--- config.mk ---
export PLATFORM = sky130hd
export DESIGN_NAME = bsk_div
export DESIGN_NICKNAME = d
export VERILOG_FILES = /design/src/bsk_pkg.sv /design/src/bsk_div.sv
export SDC_FILE = /design/constraint.sdc
export NUM_CORES = 1
export LEC_CHECK = 0
export BUFFER_PORTS_ARGS = -buffer_cell sky130_fd_sc_hd__buf_2
export CAP_MARGIN = 20
export CORE_UTILIZATION = 55
export DETAILED_ROUTE_END_ITERATION = 16
export PLACE_DENSITY = 0.87
export SETUP_SLACK_MARGIN = 0.5
export SYNTH_ARGS = -nofsm -noshare
export SYNTH_HDL_FRONTEND = slang
export SYNTH_SLANG_ARGS = --single-unit
--- constraint.sdc ---
create_clock -name clk -period 9 [get_ports clk]
set_input_delay 0.9 -clock clk [delete_from_list [all_inputs] [get_ports clk]]
set_output_delay 0.9 -clock clk [all_outputs]
set_load 0.03 [all_outputs]
--- src/bsk_pkg.sv ---
// ----------------------------------------------------------------------------
// B-spline knot insertion package
// Store sizes, request and status codes, sequencer states and unit status.
// ----------------------------------------------------------------------------
package bsk_pkg;

  localparam int MAX_POINTS = 64;
  localparam int MAX_COORDS = 4;
  localparam int MAX_KNOTS  = 72;

  localparam int DATA_W = 32;
  localparam int CNT_W  = 7;
  localparam int KA_W   = $clog2(MAX_KNOTS);
  localparam int PA_W   = $clog2(MAX_POINTS * MAX_COORDS);
  localparam int CO_W   = (MAX_COORDS > 1) ? $clog2(MAX_COORDS) : 1;

  localparam logic [2:0] REQ_WR_KNOT  = 3'd0;
  localparam logic [2:0] REQ_WR_POINT = 3'd1;
  localparam logic [2:0] REQ_INSERT   = 3'd2;
  localparam logic [2:0] REQ_RD_KNOT  = 3'd3;
  localparam logic [2:0] REQ_RD_POINT = 3'd4;

  localparam logic [1:0] ST_OK    = 2'd0;
  localparam logic [1:0] ST_EMPTY = 2'd1;
  localparam logic [1:0] ST_OVF   = 2'd2;
  localparam logic [1:0] ST_RANGE = 2'd3;

  localparam logic CFG_DEGREE = 1'b0;
  localparam logic CFG_COORDS = 1'b1;

  typedef enum logic [4:0] {
    S_IDLE,
    S_DECODE,
    S_RD_KNOT,
    S_RD_POINT,
    S_SPAN_TOP,
    S_SPAN_TOP_CMP,
    S_SPAN_RD,
    S_SPAN_CMP,
    S_MULT_RD,
    S_MULT_CMP,
    S_CLAMP,
    S_SH_RD,
    S_SH_WR,
    S_BL_K0,
    S_BL_K1,
    S_BL_K2,
    S_BL_DIV,
    S_BL_P0,
    S_BL_P1,
    S_BL_P2,
    S_BL_MUL,
    S_SP_RD,
    S_SP_WR,
    S_SP_LAST,
    S_FINISH
  } state_t;

  typedef struct packed {
    logic busy;
    logic done;
  } unit_stat_t;

endpackage

--- src/bsk_div.sv ---
// ----------------------------------------------------------------------------
// Blend factor divider
// Bit-serial restoring division of (num * 65536) by den, one quotient bit per
// cycle, truncated toward zero and saturated to Q16.16; zero when den is zero.
// ----------------------------------------------------------------------------
module bsk_div (
  input  logic                      clk,
  input  logic                      rst,
  input  logic                      start,
  input  logic signed [32:0]        num,
  input  logic signed [32:0]        den,
  output logic signed [31:0]        alpha,
  output bsk_pkg::unit_stat_t       stat
);

  localparam int NW  = 33 + 16;
  localparam int CW  = $clog2(NW + 1);

  logic [NW-1:0] dq;
  logic [33:0]   rem;
  logic [32:0]   dv;
  logic          neg;
  logic          dz;
  logic [CW-1:0] cnt;
  logic          busy;
  logic          done;

  logic [32:0]   mag_n;
  logic [32:0]   mag_d;
  logic [33:0]   rem_sh;
  logic [34:0]   trial;
  logic          ge;

  assign mag_n  = num[32] ? 33'(33'd0 - num) : num;
  assign mag_d  = den[32] ? 33'(33'd0 - den) : den;
  assign rem_sh = {rem[32:0], dq[NW-1]};
  assign trial  = {1'b0, rem_sh} - {2'b00, dv};
  assign ge     = !trial[34];

  always_ff @(posedge clk) begin
    if (rst) begin
      busy <= 1'b0;
      done <= 1'b0;
      cnt  <= '0;
    end else begin
      done <= 1'b0;
      if (start) begin
        busy <= 1'b1;
        cnt  <= '0;
      end else if (busy) begin
        cnt <= cnt + 1'b1;
        if (cnt == CW'(NW - 1)) begin
          busy <= 1'b0;
          done <= 1'b1;
        end
      end
    end
  end

  always_ff @(posedge clk) begin
    if (start) begin
      dq  <= {mag_n, 16'd0};
      rem <= '0;
      dv  <= mag_d;
      neg <= num[32] ^ den[32];
      dz  <= (den == 33'sd0);
    end else if (busy) begin
      dq  <= {dq[NW-2:0], ge};
      rem <= ge ? trial[33:0] : rem_sh;
    end
  end

  always_comb begin
    if (dz) begin
      alpha = 32'sd0;
    end else if (neg) begin
      alpha = (dq > NW'(33'h0_8000_0000)) ? 32'sh8000_0000 : 32'(32'd0 - dq[31:0]);
    end else begin
      alpha = (dq > NW'(33'h0_7FFF_FFFF)) ? 32'sh7FFF_FFFF : dq[31:0];
    end
  end

  assign stat = '{busy: busy, done: done};

endmodule

==> out/metrics.yaml <==
status: "finished, final reports clean"
ir_worst_vdd_v: 0.0001398
slew_viol_final: 0
leakage_nw: 4.219
finalHoldViolations: 0
r2r_setup_slack_ns: 5.14
syn2layout_area_growth_pct: 11.26
die_area_um2: 17360
power_switching_uw: 595.3
slew_headroom: 0.3490
firstDrtPassIters: 6
cts_max_level: 4
core_um2: 16520
syn_nets: 1186
ios: 103
die_w_um: 131.7
rr_worst_depth: 12
synth_seq_area_share: 0.3438
layout-drive-gt1-share: 0.1442
worstPathArrival_ns: 3.74
p_sw_frac: 0.3247
num-fill-cells: 1366
clk_latency_ns: 0.42
crit_fanout: 28
yosys-top-cells-area: "edfxtp_1 22%, dfxtp_1 12%, xnor2_1 6.4%, ha_1 5.4%, nor2_1 5.1%"
cts_hold_buf: 0
worst_slew_pin_slew_ns: 0.9765
drc: 0
wl_um: 22300
yosys-top-cells-count: "127 x nor2_1, 96 x nand2_1, 68 x edfxtp_1, 68 x xnor2_1, 59 x inv_1"
fin_util: 0.6234
place_area_um2: 9724
cts_setup_buffers: 0
cts_tree: "built"
powerDensity_nw_per_um2: 178.0
worstSetupPathType: "reg2out"
port_buffers: 102
vias: 8470
wl_per_cell_um: 16.27
ys_types: 74
synth_top_area_frac: 0.2205
rsz0062_at_grt: "false"
synthFlopType: "edfxtp_1"
cts_buffer_depth: 2
endpoint_kind: "primary output"
hold_depth: 2
grt_max_degree: 84
hp-class: "reg2reg"
yosysWarnings: 0
start_kind: "register"
grt_overflow: 0
initial_core_util: 0.5603
yosysTopAreaCell: "edfxtp_1"
ant_nets: 0
stdcell_area_um2: 10300
p_int_mw: 1.238
synth_edf_count: 68
required_ns: 8.10
dp.cells: 1338
pwr-share-comb: 0.269
dpl.hpwl_um: 15910
nets: 1248
clk_pin_slew_ns: 0.05
tns_ns: 0
yosysMostFrequentCell: "nor2_1"
drv_cap: 0
grt_pass1_vias: 7590
avgSynthCellArea_um2: 8.605
grt_usage: 0.2607
ys_ff_latch: 125
synth.cell_area_um2: 9259
grt_pass1_wl_um: 36800
rows: 47
cts_made_buffers: 17
fp.dieH_um: 131.7
period_share: 0.5154
clock_sinks: 125
root_buffer: "clkbuf_16"
antenna_cells: 0
skew_ns: 0.01011
antenna_found_initial: 0
fin_cells: 1371
cts_resized: 0
gp_congestion: 0.9400
min_period_ns: 4.638
setup_viol: 0
async_flop_share: 0
fmax_ghz: 0.2156
seqPwrFrac: 0.384
pwr-share-clk: 0.348
synthCells: 1076
avgViaCountPerCell: 6.178
drt-initial-drc-count: 875
[per-stage QoR]
stage	total power, mW	hold WS, ns	worst slack, ns
CTS	1.831	0.4872	4.408
finish	1.834	0.4806	4.362
detailed placement	1.189	0.4740	4.880
global placement	1.179	0.4723	5.004
global route	1.923	0.4942	4.024
floorplan	1.070	0.4526	4.940
[worst paths after layout]
kind,endpoint,from
hold / removal,rem[32],rem[32]
hold reg to reg,rem[32],rem[32]
setup / recovery,alpha[27],dq[1]
setup reg to reg,rem[19],dq[48]
[sequential cells by signal, indices dropped and copies added, names as in the netlist]
register	count
dv	33
dz	1
dq	49
busy	1
rem	33
cnt	6
done	1
neg	1
[routing by layer]
layer,GRT usage,up-vias,part of all wire
met5,0,-,0
met4,0.09625,0,0.021
met3,0.05844,43,0.079
met2,0.4071,422,0.45
met1,0.3538,3898,0.45
li1,-,4107,-
[worst max-delay path, cell delays in order, from the launching register on]
cell and delay, ns:
dfxtp_1 0.35, inv_1 0.09, ha_1 0.18, nor3b_1 0.54
and4_1 0.32, nand4_1 0.18, o41ai_1 0.28, nand2_1 0.15
a21o_1 0.52, inv_1 0.27, o221a_1 0.23, buf_2 0.20
[power groups by stage]
stage	combinational, mW	clock, mW	sequential [mW]
floorplan	0.376	0	0.693
global route	0.543	0.671	0.709
CTS	0.481	0.648	0.702
finish	0.493	0.637	0.704
global placement	0.468	0	0.711
detailed placement	0.476	0	0.713
[cell usage in the layout (no fill, tap or decap), drive strengths merged, types with 19 or more instances in the layout]
master and n:
a21oi 56, a22o 29, a311oi 30, buf 108, clkbuf 23, dfxtp 57, edfxtp 68, ha 40
inv 62, mux2i 30, nand2 96, nand4 19, nor2 127, nor3 23, o21ai 57, o31ai 20
or3 20, xnor2 68
[kinds of logic (layout without fill, tap and decap cells)]
family | after synthesis | in the layout | share of synthesized area
simple gates | 378 | 378 | 0.2014
compound gates | 291 | 291 | 0.2204
flops | 125 | 125 | 0.3438
buf+inv | 124 | 199 | 0.06324
xor+xnor | 86 | 86 | 0.08135
fa+ha+maj | 41 | 41 | 0.05622
mux | 31 | 31 | 0.03365
[final cells by class]
cell class	instances	area, um2	share of cell area
multi-input cells	827	5493	0.5332
flip-flops and latches	125	3184	0.3091
repair buffers	108	578.1	0.05612
clock buffers	23	489.2	0.04749
well taps	220	275.3	0.02672
inverters	59	221.5	0.02150
clock inverters	9	60.06	0.005830
(Power assumes the default switching activity.)
