===== src/bsk_pkg.sv =====
// ----------------------------------------------------------------------------
// B-spline knot insertion package
// Store sizes, request and status codes, sequencer states and unit status.
// ----------------------------------------------------------------------------
package bsk_pkg;

  localparam int MAX_POINTS = 64;
  localparam int MAX_COORDS = 4;
  localparam int MAX_KNOTS  = 72;

  localparam int DATA_W = 32;
  localparam int CNT_W  = 7;
  localparam int KA_W   = $clog2(MAX_KNOTS);
  localparam int PA_W   = $clog2(MAX_POINTS * MAX_COORDS);
  localparam int CO_W   = (MAX_COORDS > 1) ? $clog2(MAX_COORDS) : 1;

  localparam logic [2:0] REQ_WR_KNOT  = 3'd0;
  localparam logic [2:0] REQ_WR_POINT = 3'd1;
  localparam logic [2:0] REQ_INSERT   = 3'd2;
  localparam logic [2:0] REQ_RD_KNOT  = 3'd3;
  localparam logic [2:0] REQ_RD_POINT = 3'd4;

  localparam logic [1:0] ST_OK    = 2'd0;
  localparam logic [1:0] ST_EMPTY = 2'd1;
  localparam logic [1:0] ST_OVF   = 2'd2;
  localparam logic [1:0] ST_RANGE = 2'd3;

  localparam logic CFG_DEGREE = 1'b0;
  localparam logic CFG_COORDS = 1'b1;

  typedef enum logic [4:0] {
    S_IDLE,
    S_DECODE,
    S_RD_KNOT,
    S_RD_POINT,
    S_SPAN_TOP,
    S_SPAN_TOP_CMP,
    S_SPAN_RD,
    S_SPAN_CMP,
    S_MULT_RD,
    S_MULT_CMP,
    S_CLAMP,
    S_SH_RD,
    S_SH_WR,
    S_BL_K0,
    S_BL_K1,
    S_BL_K2,
    S_BL_DIV,
    S_BL_P0,
    S_BL_P1,
    S_BL_P2,
    S_BL_MUL,
    S_SP_RD,
    S_SP_WR,
    S_SP_LAST,
    S_FINISH
  } state_t;

  typedef struct packed {
    logic busy;
    logic done;
  } unit_stat_t;

endpackage


===== src/bsk_mul.sv =====
// ----------------------------------------------------------------------------
// Point blend multiplier
// Shift-add multiply of (cur - prev) by alpha, one bit per cycle, then
// prev + floor(product / 65536) saturated to 32 bits.
// ----------------------------------------------------------------------------
module bsk_mul (
  input  logic                      clk,
  input  logic                      rst,
  input  logic                      start,
  input  logic signed [31:0]        prev,
  input  logic signed [31:0]        cur,
  input  logic signed [31:0]        alpha,
  output logic signed [31:0]        result,
  output bsk_pkg::unit_stat_t       stat
);

  logic [33:0]        hi;
  logic [31:0]        lo;
  logic [32:0]        md;
  logic               neg;
  logic signed [31:0] prev_r;
  logic [4:0]         cnt;
  logic               busy;
  logic               done;

  logic signed [32:0] diff;
  logic [33:0]        sum;
  logic [66:0]        mag;
  logic signed [66:0] sprod;
  logic signed [50:0] t;
  logic signed [51:0] acc;

  assign diff = $signed({cur[31], cur}) - $signed({prev[31], prev});
  assign sum  = hi + {1'b0, (lo[0] ? md : 33'd0)};

  always_ff @(posedge clk) begin
    if (rst) begin
      busy <= 1'b0;
      done <= 1'b0;
      cnt  <= '0;
    end else begin
      done <= 1'b0;
      if (start) begin
        busy <= 1'b1;
        cnt  <= '0;
      end else if (busy) begin
        cnt <= cnt + 1'b1;
        if (cnt == 5'd31) begin
          busy <= 1'b0;
          done <= 1'b1;
        end
      end
    end
  end

  always_ff @(posedge clk) begin
    if (start) begin
      hi     <= '0;
      lo     <= alpha[31] ? 32'(32'd0 - alpha) : alpha;
      md     <= diff[32] ? 33'(33'd0 - diff) : diff;
      neg    <= diff[32] ^ alpha[31];
      prev_r <= prev;
    end else if (busy) begin
      hi <= {1'b0, sum[33:1]};
      lo <= {sum[0], lo[31:1]};
    end
  end

  assign mag   = {1'b0, hi, lo};
  assign sprod = neg ? $signed(67'(67'd0 - mag)) : $signed(mag);
  assign t     = sprod[66:16];
  assign acc   = $signed({{20{prev_r[31]}}, prev_r}) + $signed({t[50], t});

  always_comb begin
    if (acc > 52'sd2147483647) begin
      result = 32'sh7FFF_FFFF;
    end else if (acc < -52'sd2147483648) begin
      result = 32'sh8000_0000;
    end else begin
      result = acc[31:0];
    end
  end

  assign stat = '{busy: busy, done: done};

endmodule


===== config.mk =====
export PLATFORM = sky130hd
export DESIGN_NAME = bsk_mul
export DESIGN_NICKNAME = d
export VERILOG_FILES = /design/src/bsk_pkg.sv /design/src/bsk_mul.sv
export SDC_FILE = /design/constraint.sdc
export NUM_CORES = 1
export LEC_CHECK = 0
export BUFFER_PORTS_ARGS = -buffer_cell sky130_fd_sc_hd__buf_2
export CAP_MARGIN = 20
export CORE_MARGIN = 4
export CORE_UTILIZATION = 35
export DETAILED_ROUTE_END_ITERATION = 10
export PLACE_DENSITY = 0.6
export SYNTH_ARGS = -nofsm -noshare
export SYNTH_HDL_FRONTEND = slang
export SYNTH_SLANG_ARGS = --single-unit

===== constraint.sdc =====
create_clock -name clk -period 19.3 [get_ports clk]
set_clock_uncertainty 0.05 [all_clocks]
set_input_delay 4.825 -clock clk [delete_from_list [all_inputs] [get_ports clk]]
set_output_delay 4.825 -clock clk [all_outputs]
set_load 0.02 [all_outputs]

==> impl_metrics.toml, run 1 <==
[status]
status = "complete, no violations"

[floorplan]
rows = 73
dieArea_um2 = 43600
ioPinCount = 133
die_y_um = 209
die_w_um = 209
start_util_pct = 35.4
design.core.area_um2 = 39800

[finish]
fin_util_pct = 39.7
area_delta_synth_final_pct = 12.3
design_area_um2 = 15800
final_net_count = 2042
layout-drive-gt1-share_pct = 11.5
n_fill_cell = 4129
diodes = 0

[worst_setup_path]
critPathMaxFanout = 23
critPathRequiredTime_ps = 14430
reg2reg_from = "lo[0]$_DFFE_PP_"
reg2reg_depth = 14
start_kind = "flop"
critical_path_class = "reg -> out"
cp.arrival_ps = 8470
crit_path_end_kind = "primary output"
r2r_end = "hi[32]$_SDFFE_PP0P_"
rrSetupSlack_ps = 14990

[timing]
finalHoldViolCount = 0
fin_hold_ws_ps = 470
min_period_over_period_pct = 69.1
rsz0062_at_grt = "false"
worst_slack_ps = 5960
setup_viol = 0
slew_headroom_pct = 36.5
worstMarginPinSlew_ps = 953
fmax_mhz = 75.0
fin_crit_ps = 13340
slew_viol_final = 0
tns_ps = 0

[hold_path]
hold_path_class = "reg -> reg"
hp-start = "cnt[4]$_SDFFE_PP0P_"
whs_endpoint = "cnt[4]$_SDFFE_PP0P_"
min_path_cells = 2

[clock_network]
h-tree-depth = 4
cts_root_buf = "clkbuf_16"
insertion_delay_ps = 440
cts_setup_buffers = 0
cts_tree = "built"
cts_made_buffers = 17
clock_path_buffers = 2
clk_pin_slew_ps = 70
cts_num_sinks = 138
ctsResizeCount = 0
cts_hold_buffers = 0

[logic_synthesis]
yosys_warnings = 0
ys_seq_elements = 138
ys_types = 81
synth_edf_count = 98
syn_inst = 1724
yosysMostFrequentCell = "nand2_1"
synth_top_area_cell = "edfxtp_1"
mappedNetlistNets = 1947
netlist_top_cells_area = "edfxtp_1 21%, ha_1 11%, xnor2_1 8.4%"
synth_ff_type = "edfxtp_1"
syn_avg_cell_area_um2 = 8.18
synth_common_cells = "162 x nand2_1, 148 x nor2_1, 142 x a21oi_1"
syn-cell-area_um2 = 14100
ys_async_sr_fraction_pct = 0
yosysTopAreaCellShare_pct = 20.9
ys_seq_area_share_pct = 26.6

[place]
io_buffers = 132
pre_cts_slack_ps = 6520
place_hpwl_mm = 32.8
placed_cell_area_um2 = 15300
place.gp.congestion = 0.927

[global_route]
grt-ovfl-total = 0
grt_usage_pct = 18.0
antenna_found_initial = 0
grt_pass1_vias = 12200
grt_max_degree = 86
grt_pass1_wl_mm = 64.6

[detailed_routing]
route.detailed.drc = 0
vias = 13000
viasPerCell = 5.50
dr.pass1.iters = 6
drt_iter0_drc = 917
final_antenna_net_count = 0
drt_wl_total_mm = 40.6
wl_per_cell_um = 17.2

[pwr]
ir_worst_vdd_mv = 0.0530
p_leak_nw = 6.59
power-per-cell-area_nw_per_um2 = 97.0

[flow_run]
maxCapViolCount = 0
-- critical path, cell delays in order (launching register included) --
cell      delay [ps]
edfxtp_1         410
nor4_1           330
nand4_1          240
or4b_1           590
or4_4            470
nor4_4           190
or2b_1           280
or3_1            390
inv_1            110
nand3_1          130
o31ai_1          290
xnor2_1          110
ha_1             410
nand2_1          150
nor4_1           630
nand2_1           90
a21boi_0         290
nor2_1           100
o21ai_0          170
o21a_1           280
o21a_1           220
o311ai_0         160
nor4_1           470
nand3_1          760
o221ai_1         480
buf_2            230
-- metrics by stage --
stage	total power, mW	cells
2_1_floorplan	1.01	1724
3_3_place_gp	1.22	2324
3_5_place_dp	1.22	2324
4_1_cts	1.54	2356
5_1_grt	1.65	2357
6_report	1.54	2357
-- report_power, final --
group	leakage, nW	switching (mW)	internal [mW]
clock	0.275	0.144	0.169
combinational	5.03	0.498	0.326
sequential	1.29	0.0329	0.365
-- cell type report --
| class | count | area (µm²) | area share, % |
|---|---|---|---|
| tap | 525 | 657 | 4.15 |
| clock buffer | 18 | 429 | 2.71 |
| clock inverter | 14 | 130 | 0.822 |
| inverter | 85 | 319 | 2.02 |
| multi-input combinational | 1434 | 9800 | 61.9 |
| timing repair buffer | 143 | 747 | 4.72 |
| sequential | 138 | 3740 | 23.7 |
-- cells in the final DEF (no fill, tap or decap), types with 25 or more instances in the layout --
master,synthesis,layout
nor2_1,148,148
and2_1,43,43
xor2_1,62,62
nor3_1,25,25
xnor2_1,136,136
nand3_1,34,34
a21o_1,67,67
inv_1,84,84
nand2_1,162,162
a21oi_1,142,141
ha_1,121,121
buf_2,1,131
edfxtp_1,98,98
o21ai_0,100,100
dfxtp_1,40,39
-- logic make-up (layout without fill, tap and decap cells) --
logic type,Yosys count,in the layout,synth area share (%)
XOR/XNOR,198,198,12.3
multiplexers,23,23,1.65
AND/OR/NAND/NOR,573,573,20.3
flip-flops,138,138,26.6
buffers and inverters,152,260,4.11
AO/OA/AOI/OAI,516,516,23.9
adder cells (fa/ha/maj),124,124,11.2
-- worst max-delay path by stage --
stage | from | slack, ps | cells after the start | endpoint
final | lo[4]$_DFFE_PP_ | 5960 | 25 | result[3]
after global routing | lo[5]$_DFFE_PP_ | 5180 | 25 | result[3]
after CTS | lo[4]$_DFFE_PP_ | 6010 | 25 | result[3]
after detailed placement | lo[5]$_DFFE_PP_ | 6520 | 25 | result[3]
after global placement | lo[5]$_DFFE_PP_ | 6740 | 21 | result[3]
after floorplan | lo[0]$_DFFE_PP_ | 7410 | 24 | result[12]
-- state kept, by name, indices dropped and copies added (netlist names) --
register / count
hi: 33
md: 33
lo: 32
prev_r: 32
cnt: 5
busy: 1
done: 1
neg: 1
-- routing by layer --
metal | vias to the layer above | wire [µm] | track usage [%]
met2 | 349 | 18900 | 29.8
met1 | 6029 | 18500 | 24.2
met3 | 51 | 2020 | 2.69
met4 | 0 | 1210 | 6.30
li1 | 6532 | - | -
met5 | - | 0 | 0
No activity file was read; power rests on OpenSTA's default activity.
==> run 2: changes to the inputs <==
--- a/config.mk
+++ b/config.mk
@@ -5,12 +5,13 @@
 export SDC_FILE = /design/constraint.sdc
 export NUM_CORES = 1
 export LEC_CHECK = 0
+export ABC_AREA = 1
 export BUFFER_PORTS_ARGS = -buffer_cell sky130_fd_sc_hd__buf_2
 export CAP_MARGIN = 20
 export CORE_MARGIN = 4
 export CORE_UTILIZATION = 35
 export DETAILED_ROUTE_END_ITERATION = 10
-export PLACE_DENSITY = 0.6
+export PLACE_DENSITY = 0.61
 export SYNTH_ARGS = -nofsm -noshare
 export SYNTH_HDL_FRONTEND = slang
 export SYNTH_SLANG_ARGS = --single-unit
==> constraint.sdc (replaced) <==
create_clock -name clk -period 11.7 [get_ports clk]
set_clock_uncertainty 0.05 [all_clocks]
set_input_delay 2.925 -clock clk [delete_from_list [all_inputs] [get_ports clk]]
set_output_delay 2.925 -clock clk [all_outputs]
set_load 0.02 [all_outputs]
==> impl_metrics.toml, run 2 <==
[floorplan]
die_y_um = 231
rows = 81
dieArea_um2 = 53300
design.core.area_um2 = 49100
start_util_pct = 35.5
die_w_um = 231
ioPinCount = 133

[logic_synthesis]
synth_top_area_cell = "nand2_1"
synth_common_cells = "943 x nand2_1, 528 x inv_1, 273 x nor2_1"
syn-cell-area_um2 = 17400
ys_types = 60
synth_edf_count = 98
netlist_top_cells_area = "nand2_1 20%, edfxtp_1 17%, inv_1 11%"
yosys_warnings = 0
ys_seq_elements = 138
syn_inst = 2876
yosysTopAreaCellShare_pct = 20.4
ys_async_sr_fraction_pct = 0
ys_seq_area_share_pct = 21.5
yosysMostFrequentCell = "nand2_1"
mappedNetlistNets = 3099
synth_ff_type = "edfxtp_1"
syn_avg_cell_area_um2 = 6.05

[flow_run]
maxCapViolCount = 0

[clock_network]
cts_made_buffers = 17
cts_root_buf = "clkbuf_16"
clock_path_buffers = 2
cts_tree = "built"
ctsResizeCount = 0
cts_setup_buffers = 0
clk_pin_slew_ps = 60
cts_hold_buffers = 0
cts_num_sinks = 138
insertion_delay_ps = 430
h-tree-depth = 4

[worst_setup_path]
critical_path_class = "reg -> out"
crit_top_cell = "nand2_1"
slowest_delay_ps = 790
reg2reg_depth = 19
cp_slowest_cell = "edfxtp_1"
reg2reg_from = "lo[0]$_DFFE_PP_"
critPathMaxFanout = 34
cp.arrival_ps = 6110
start_kind = "flop"
critPathRequiredTime_ps = 8730
rrSetupSlack_ps = 7780
r2r_end = "hi[21]$_SDFFE_PP0P_"
crit_path_end_kind = "primary output"

[timing]
setup_viol = 0
rsz0062_at_grt = "false"
slew_headroom_pct = 33.1
slew_viol_final = 0
min_period_over_period_pct = 77.6
tns_ps = 0
fin_crit_ps = 9080
fin_hold_ws_ps = 423
finalHoldViolCount = 0
fmax_mhz = 110
worstMarginPinSlew_ps = 1000

[detailed_routing]
drt_wl_total_mm = 56.2
final_antenna_net_count = 0
viasPerCell = 4.84
dr.pass1.iters = 5
drt_iter0_drc = 1240
vias = 17800
route.detailed.drc = 0
wl_per_cell_um = 15.3

[place]
place.gp.congestion = 0.951
place_hpwl_mm = 48.5
placed_cell_area_um2 = 18700
io_buffers = 132

[pwr]
power-per-cell-area_nw_per_um2 = 149
fin_total_pwr_mw = 2.86
p_leak_nw = 10.2
ir_worst_vdd_mv = 0.103

[hold_path]
whs_endpoint = "cnt[4]$_SDFFE_PP0P_"
hold_path_class = "reg -> reg"
hp-start = "cnt[4]$_SDFFE_PP0P_"
min_path_cells = 2

[finish]
final_net_count = 3216
mostFrequentLayoutCell = "nand2_1"
layout-drive-gt1-share_pct = 9.15
area_delta_synth_final_pct = 10.9
largestRegisters = "hi (33), md (33)"
most-common-layout-cells = "943 x nand2_1, 528 x inv_1, 273 x nor2_1"
design_area_um2 = 19300

[global_route]
grt_pass1_vias = 17000
grt_usage_pct = 20.7
grt_pass1_wl_mm = 88.8
grt_max_degree = 70
grt-ovfl-total = 0
antenna_found_initial = 6

[status]
status = "complete, no violations"
==> run 2: changes by cell type in the layout (fill, tap and decap cells not counted), sizes merged, moves of 53 or more <==
cell / before / now
nand2: 163 / 965
inv: 92 / 551
nor2: 148 / 307
xnor2: 136 / 35
nand3: 34 / 122
a21o: 67 / 5
xor2: 62 / 115
==> run 2: per-layer routing <==
layer	GRT usage, %	vias up	part of all wire, %
met2	35.5	417	47
met1	28.1	7976	47
met5	0	-	0.021
li1	-	9311	-
met3	1.55	84	3.8
met4	6.20	2	2.6
==> run 2: worst max path at each step <==
stage,start,end,slack [ps],cells past startpoint
floorplan,lo[0]$_DFFE_PP_,result[21],4940,32
global placement,lo[0]$_DFFE_PP_,result[4],3120,28
detailed placement,lo[0]$_DFFE_PP_,result[0],3120,30
CTS,lo[0]$_DFFE_PP_,result[0],2640,30
global route,lo[0]$_DFFE_PP_,result[30],1970,28
finish,lo[0]$_DFFE_PP_,result[12],2620,28
==> run 2: power breakdown <==
group          total (mW)  leakage, nW  switching [mW]  internal (mW)
Combinational        1.68         8.64            1.14          0.538
Clock               0.529        0.273           0.216          0.314
Sequential          0.654         1.30          0.0529          0.601
Total                2.86         10.2            1.41           1.45
==> run 2: final cells by class <==
cell class / count / area [µm²]
fill: 5531 / 29800
multi-input combinational: 2149 / 11400
sequential: 138 / 3740
inverter: 550 / 2060
tap: 664 / 831
timing repair buffer: 137 / 701
clock buffer: 18 / 429
clock inverter: 14 / 144
antenna: 3 / 7.51
==> run 2: through the flow <==
step / instances / setup WS, ps / utilization (%)
4_1_cts: 3670 / 2640 / 39.3
3_3_place_gp: 3638 / 3120 / 38.1
3_5_place_dp: 3638 / 3120 / 38.1
6_report: 3673 / 2620 / 39.3
2_1_floorplan: 2876 / 4940 / -
5_1_grt: 3673 / 1970 / 39.3
==> run 2: kinds of logic after synthesis <==
logic type / Yosys count / synth area share (%)
AOI/OAI and AO/OA: 325 / 10.5
xor gates and xnor gates: 150 / 7.64
adders and majority gates: 124 / 9.05
buffers and inverters: 589 / 13.1
DFF: 138 / 21.5
and+or+nand+nor: 1550 / 38.2
==> run 2: critical path: cells and delay by family (launching register included) <==
| kind | cells | cell delay [ps] |
|---|---|---|
| compound gates | 2 | 600 |
| simple gates | 24 | 3700 |
| fa+ha+maj | 1 | 370 |
| flops | 1 | 790 |
| buf+inv | 1 | 180 |
==> run 3: changes to the inputs <==
==> constraint.sdc (replaced) <==
create_clock -name clk -period 8.06 [get_ports clk]
set_clock_uncertainty 0.05 [all_clocks]
set_input_delay 2.015 -clock clk [delete_from_list [all_inputs] [get_ports clk]]
set_output_delay 2.015 -clock clk [all_outputs]
set_load 0.02 [all_outputs]
==> impl_metrics.toml, run 3 (same netlist as run 2, synthesis figures left out) <==
[worst_setup_path]
critPathRequiredTime_ps = 6000
crit_path_end_kind = "primary output"
start_kind = "flop"
crit_top_cell = "nand2_1"
cp-startpoint = "lo[0]$_DFFE_PP_"
critical_path_class = "reg -> out"
critPathMaxFanout = 31
reg2reg_from = "lo[0]$_DFFE_PP_"
cp_slowest_cell = "edfxtp_1"
slowest_delay_ps = 410
cp.arrival_ps = 5390

[clock_network]
cts_hold_buffers = 0
ctsResizeCount = 0
cts_root_buf = "clkbuf_16"
clock_path_buffers = 2
insertion_delay_ps = 430
h-tree-depth = 4
cts_tree = "built"
cts_num_sinks = 138
clk_pin_slew_ps = 60
cts_setup_buffers = 0
cts_made_buffers = 17

[pwr]
ir_worst_vdd_mv = 0.165
clkPwrFrac_pct = 17.9
switching_share_pct = 49.6
power-per-cell-area_nw_per_um2 = 214
seqPwrFrac_pct = 22.9
comb_power_share_pct = 59.3
p_sw_mw = 2.05
fin_total_pwr_mw = 4.13
p_leak_nw = 10.2
intPower_mw = 2.08

[timing]
slew_headroom_pct = 41.4
slew_viol_final = 0
rsz0062_at_grt = "false"
setup_viol = 0
fin_crit_ps = 7450
worstMarginPinSlew_ps = 879
min_period_over_period_pct = 92.5
finalHoldViolCount = 0
tns_ps = 0
fmax_mhz = 134

[finish]
stdcell_count = 3672
design_area_um2 = 19300
area_delta_synth_final_pct = 10.8
largestRegisters = "hi (33), md (33)"
mostFrequentLayoutCell = "nand2_1"
final_net_count = 3217
most-common-layout-cells = "943 x nand2_1, 528 x inv_1, 273 x nor2_1"
n_fill_cell = 5512
layout-drive-gt1-share_pct = 9.21

[place]
place_hpwl_mm = 48.2
placed_cell_area_um2 = 18700
io_buffers = 132
place.gp.congestion = 0.994
placed_cells = 3639

[detailed_routing]
route.detailed.drc = 0
wl_per_cell_um = 15.3
drt_wl_total_mm = 56.1
wl_met2_mm = 25.8
drt_iter0_drc = 1310
routedLengthMet1_mm = 26.2
dr.pass1.iters = 5
route.met3.wl_mm = 2.53
final_antenna_net_count = 0
viasPerCell = 4.86
vias = 17800
top_layer_used = "met4"

[hold_path]
hold_path_class = "reg -> reg"
hp-start = "cnt[4]$_SDFFE_PP0P_"

[global_route]
grt-ovfl-total = 0
grt_usage_pct = 20.8
grt_max_degree = 70
antenna_found_initial = 2
grt_pass1_wl_mm = 88.8
grt_pass1_vias = 16900

[floorplan]
ioPinCount = 133
rows = 81
die_y_um = 231
start_util_pct = 35.5
design.core.area_um2 = 49100
dieArea_um2 = 53300
die_w_um = 231

[flow_run]
maxCapViolCount = 0

[status]
status = "complete, no violations"
==> run 3: cell types whose count changed in the layout (fill, tap and decap cells not counted), sizes merged <==
cell      delta
bufinv       -1
diode        -1
buf          +1
clkinvlp     +1
inv          -1
==> run 3: area by class of cell <==
cell class / instances / area (µm²) / share of cell area, %
repair buffers: 138 / 708 / 3.68
inverters: 550 / 2060 / 10.7
diodes: 2 / 5.00 / 0.0260
flip-flops and latches: 138 / 3740 / 19.4
well taps: 664 / 831 / 4.31
clock buffers: 18 / 429 / 2.23
clock inverters: 13 / 121 / 0.630
multi-input cells: 2149 / 11400 / 59.0
==> run 3: worst paths after layout <==
check,to,cells after the start,slack (ps)
worst max register to register,hi[21]$_SDFFE_PP0P_,20,4560
worst max-delay path,result[22],31,610
worst min-delay path,cnt[4]$_SDFFE_PP0P_,2,420
worst min register to register,cnt[4]$_SDFFE_PP0P_,2,420
==> run 3: routing by layer <==
layer,vias to the layer above,track usage [%]
met5,-,0
met4,0,6.13
met3,80,2.21
met2,450,35.1
met1,7986,28.1
li1,9312,-
==> run 3: metrics by stage <==
stage / setup WS, ps / util (%) / hold WS (ps)
floorplan: 2210 / - / 395
global placement: 1140 / 38.1 / 414
detailed placement: 1060 / 38.1 / 416
CTS: 582 / 39.3 / 425
global route: 117 / 39.3 / 434
finish: 607 / 39.3 / 422
==> run 3: power by group through the flow <==
stage	registers [mW]	clock network [mW]	logic, mW
after floorplan	0.925	0	1.79
after global placement	0.954	0	2.44
after detailed placement	0.956	0	2.43
after CTS	0.942	0.751	2.44
after global routing	0.953	0.788	2.75
final	0.943	0.738	2.45
==> run 3: worst max-delay path, delay by kind of cell (launching register included) <==
kind | cells | cell delay [ps]
xor+xnor | 1 | 150
flops | 1 | 410
simple gates | 25 | 3430
buf+inv | 3 | 340
compound gates | 1 | 190
fa+ha+maj | 1 | 400
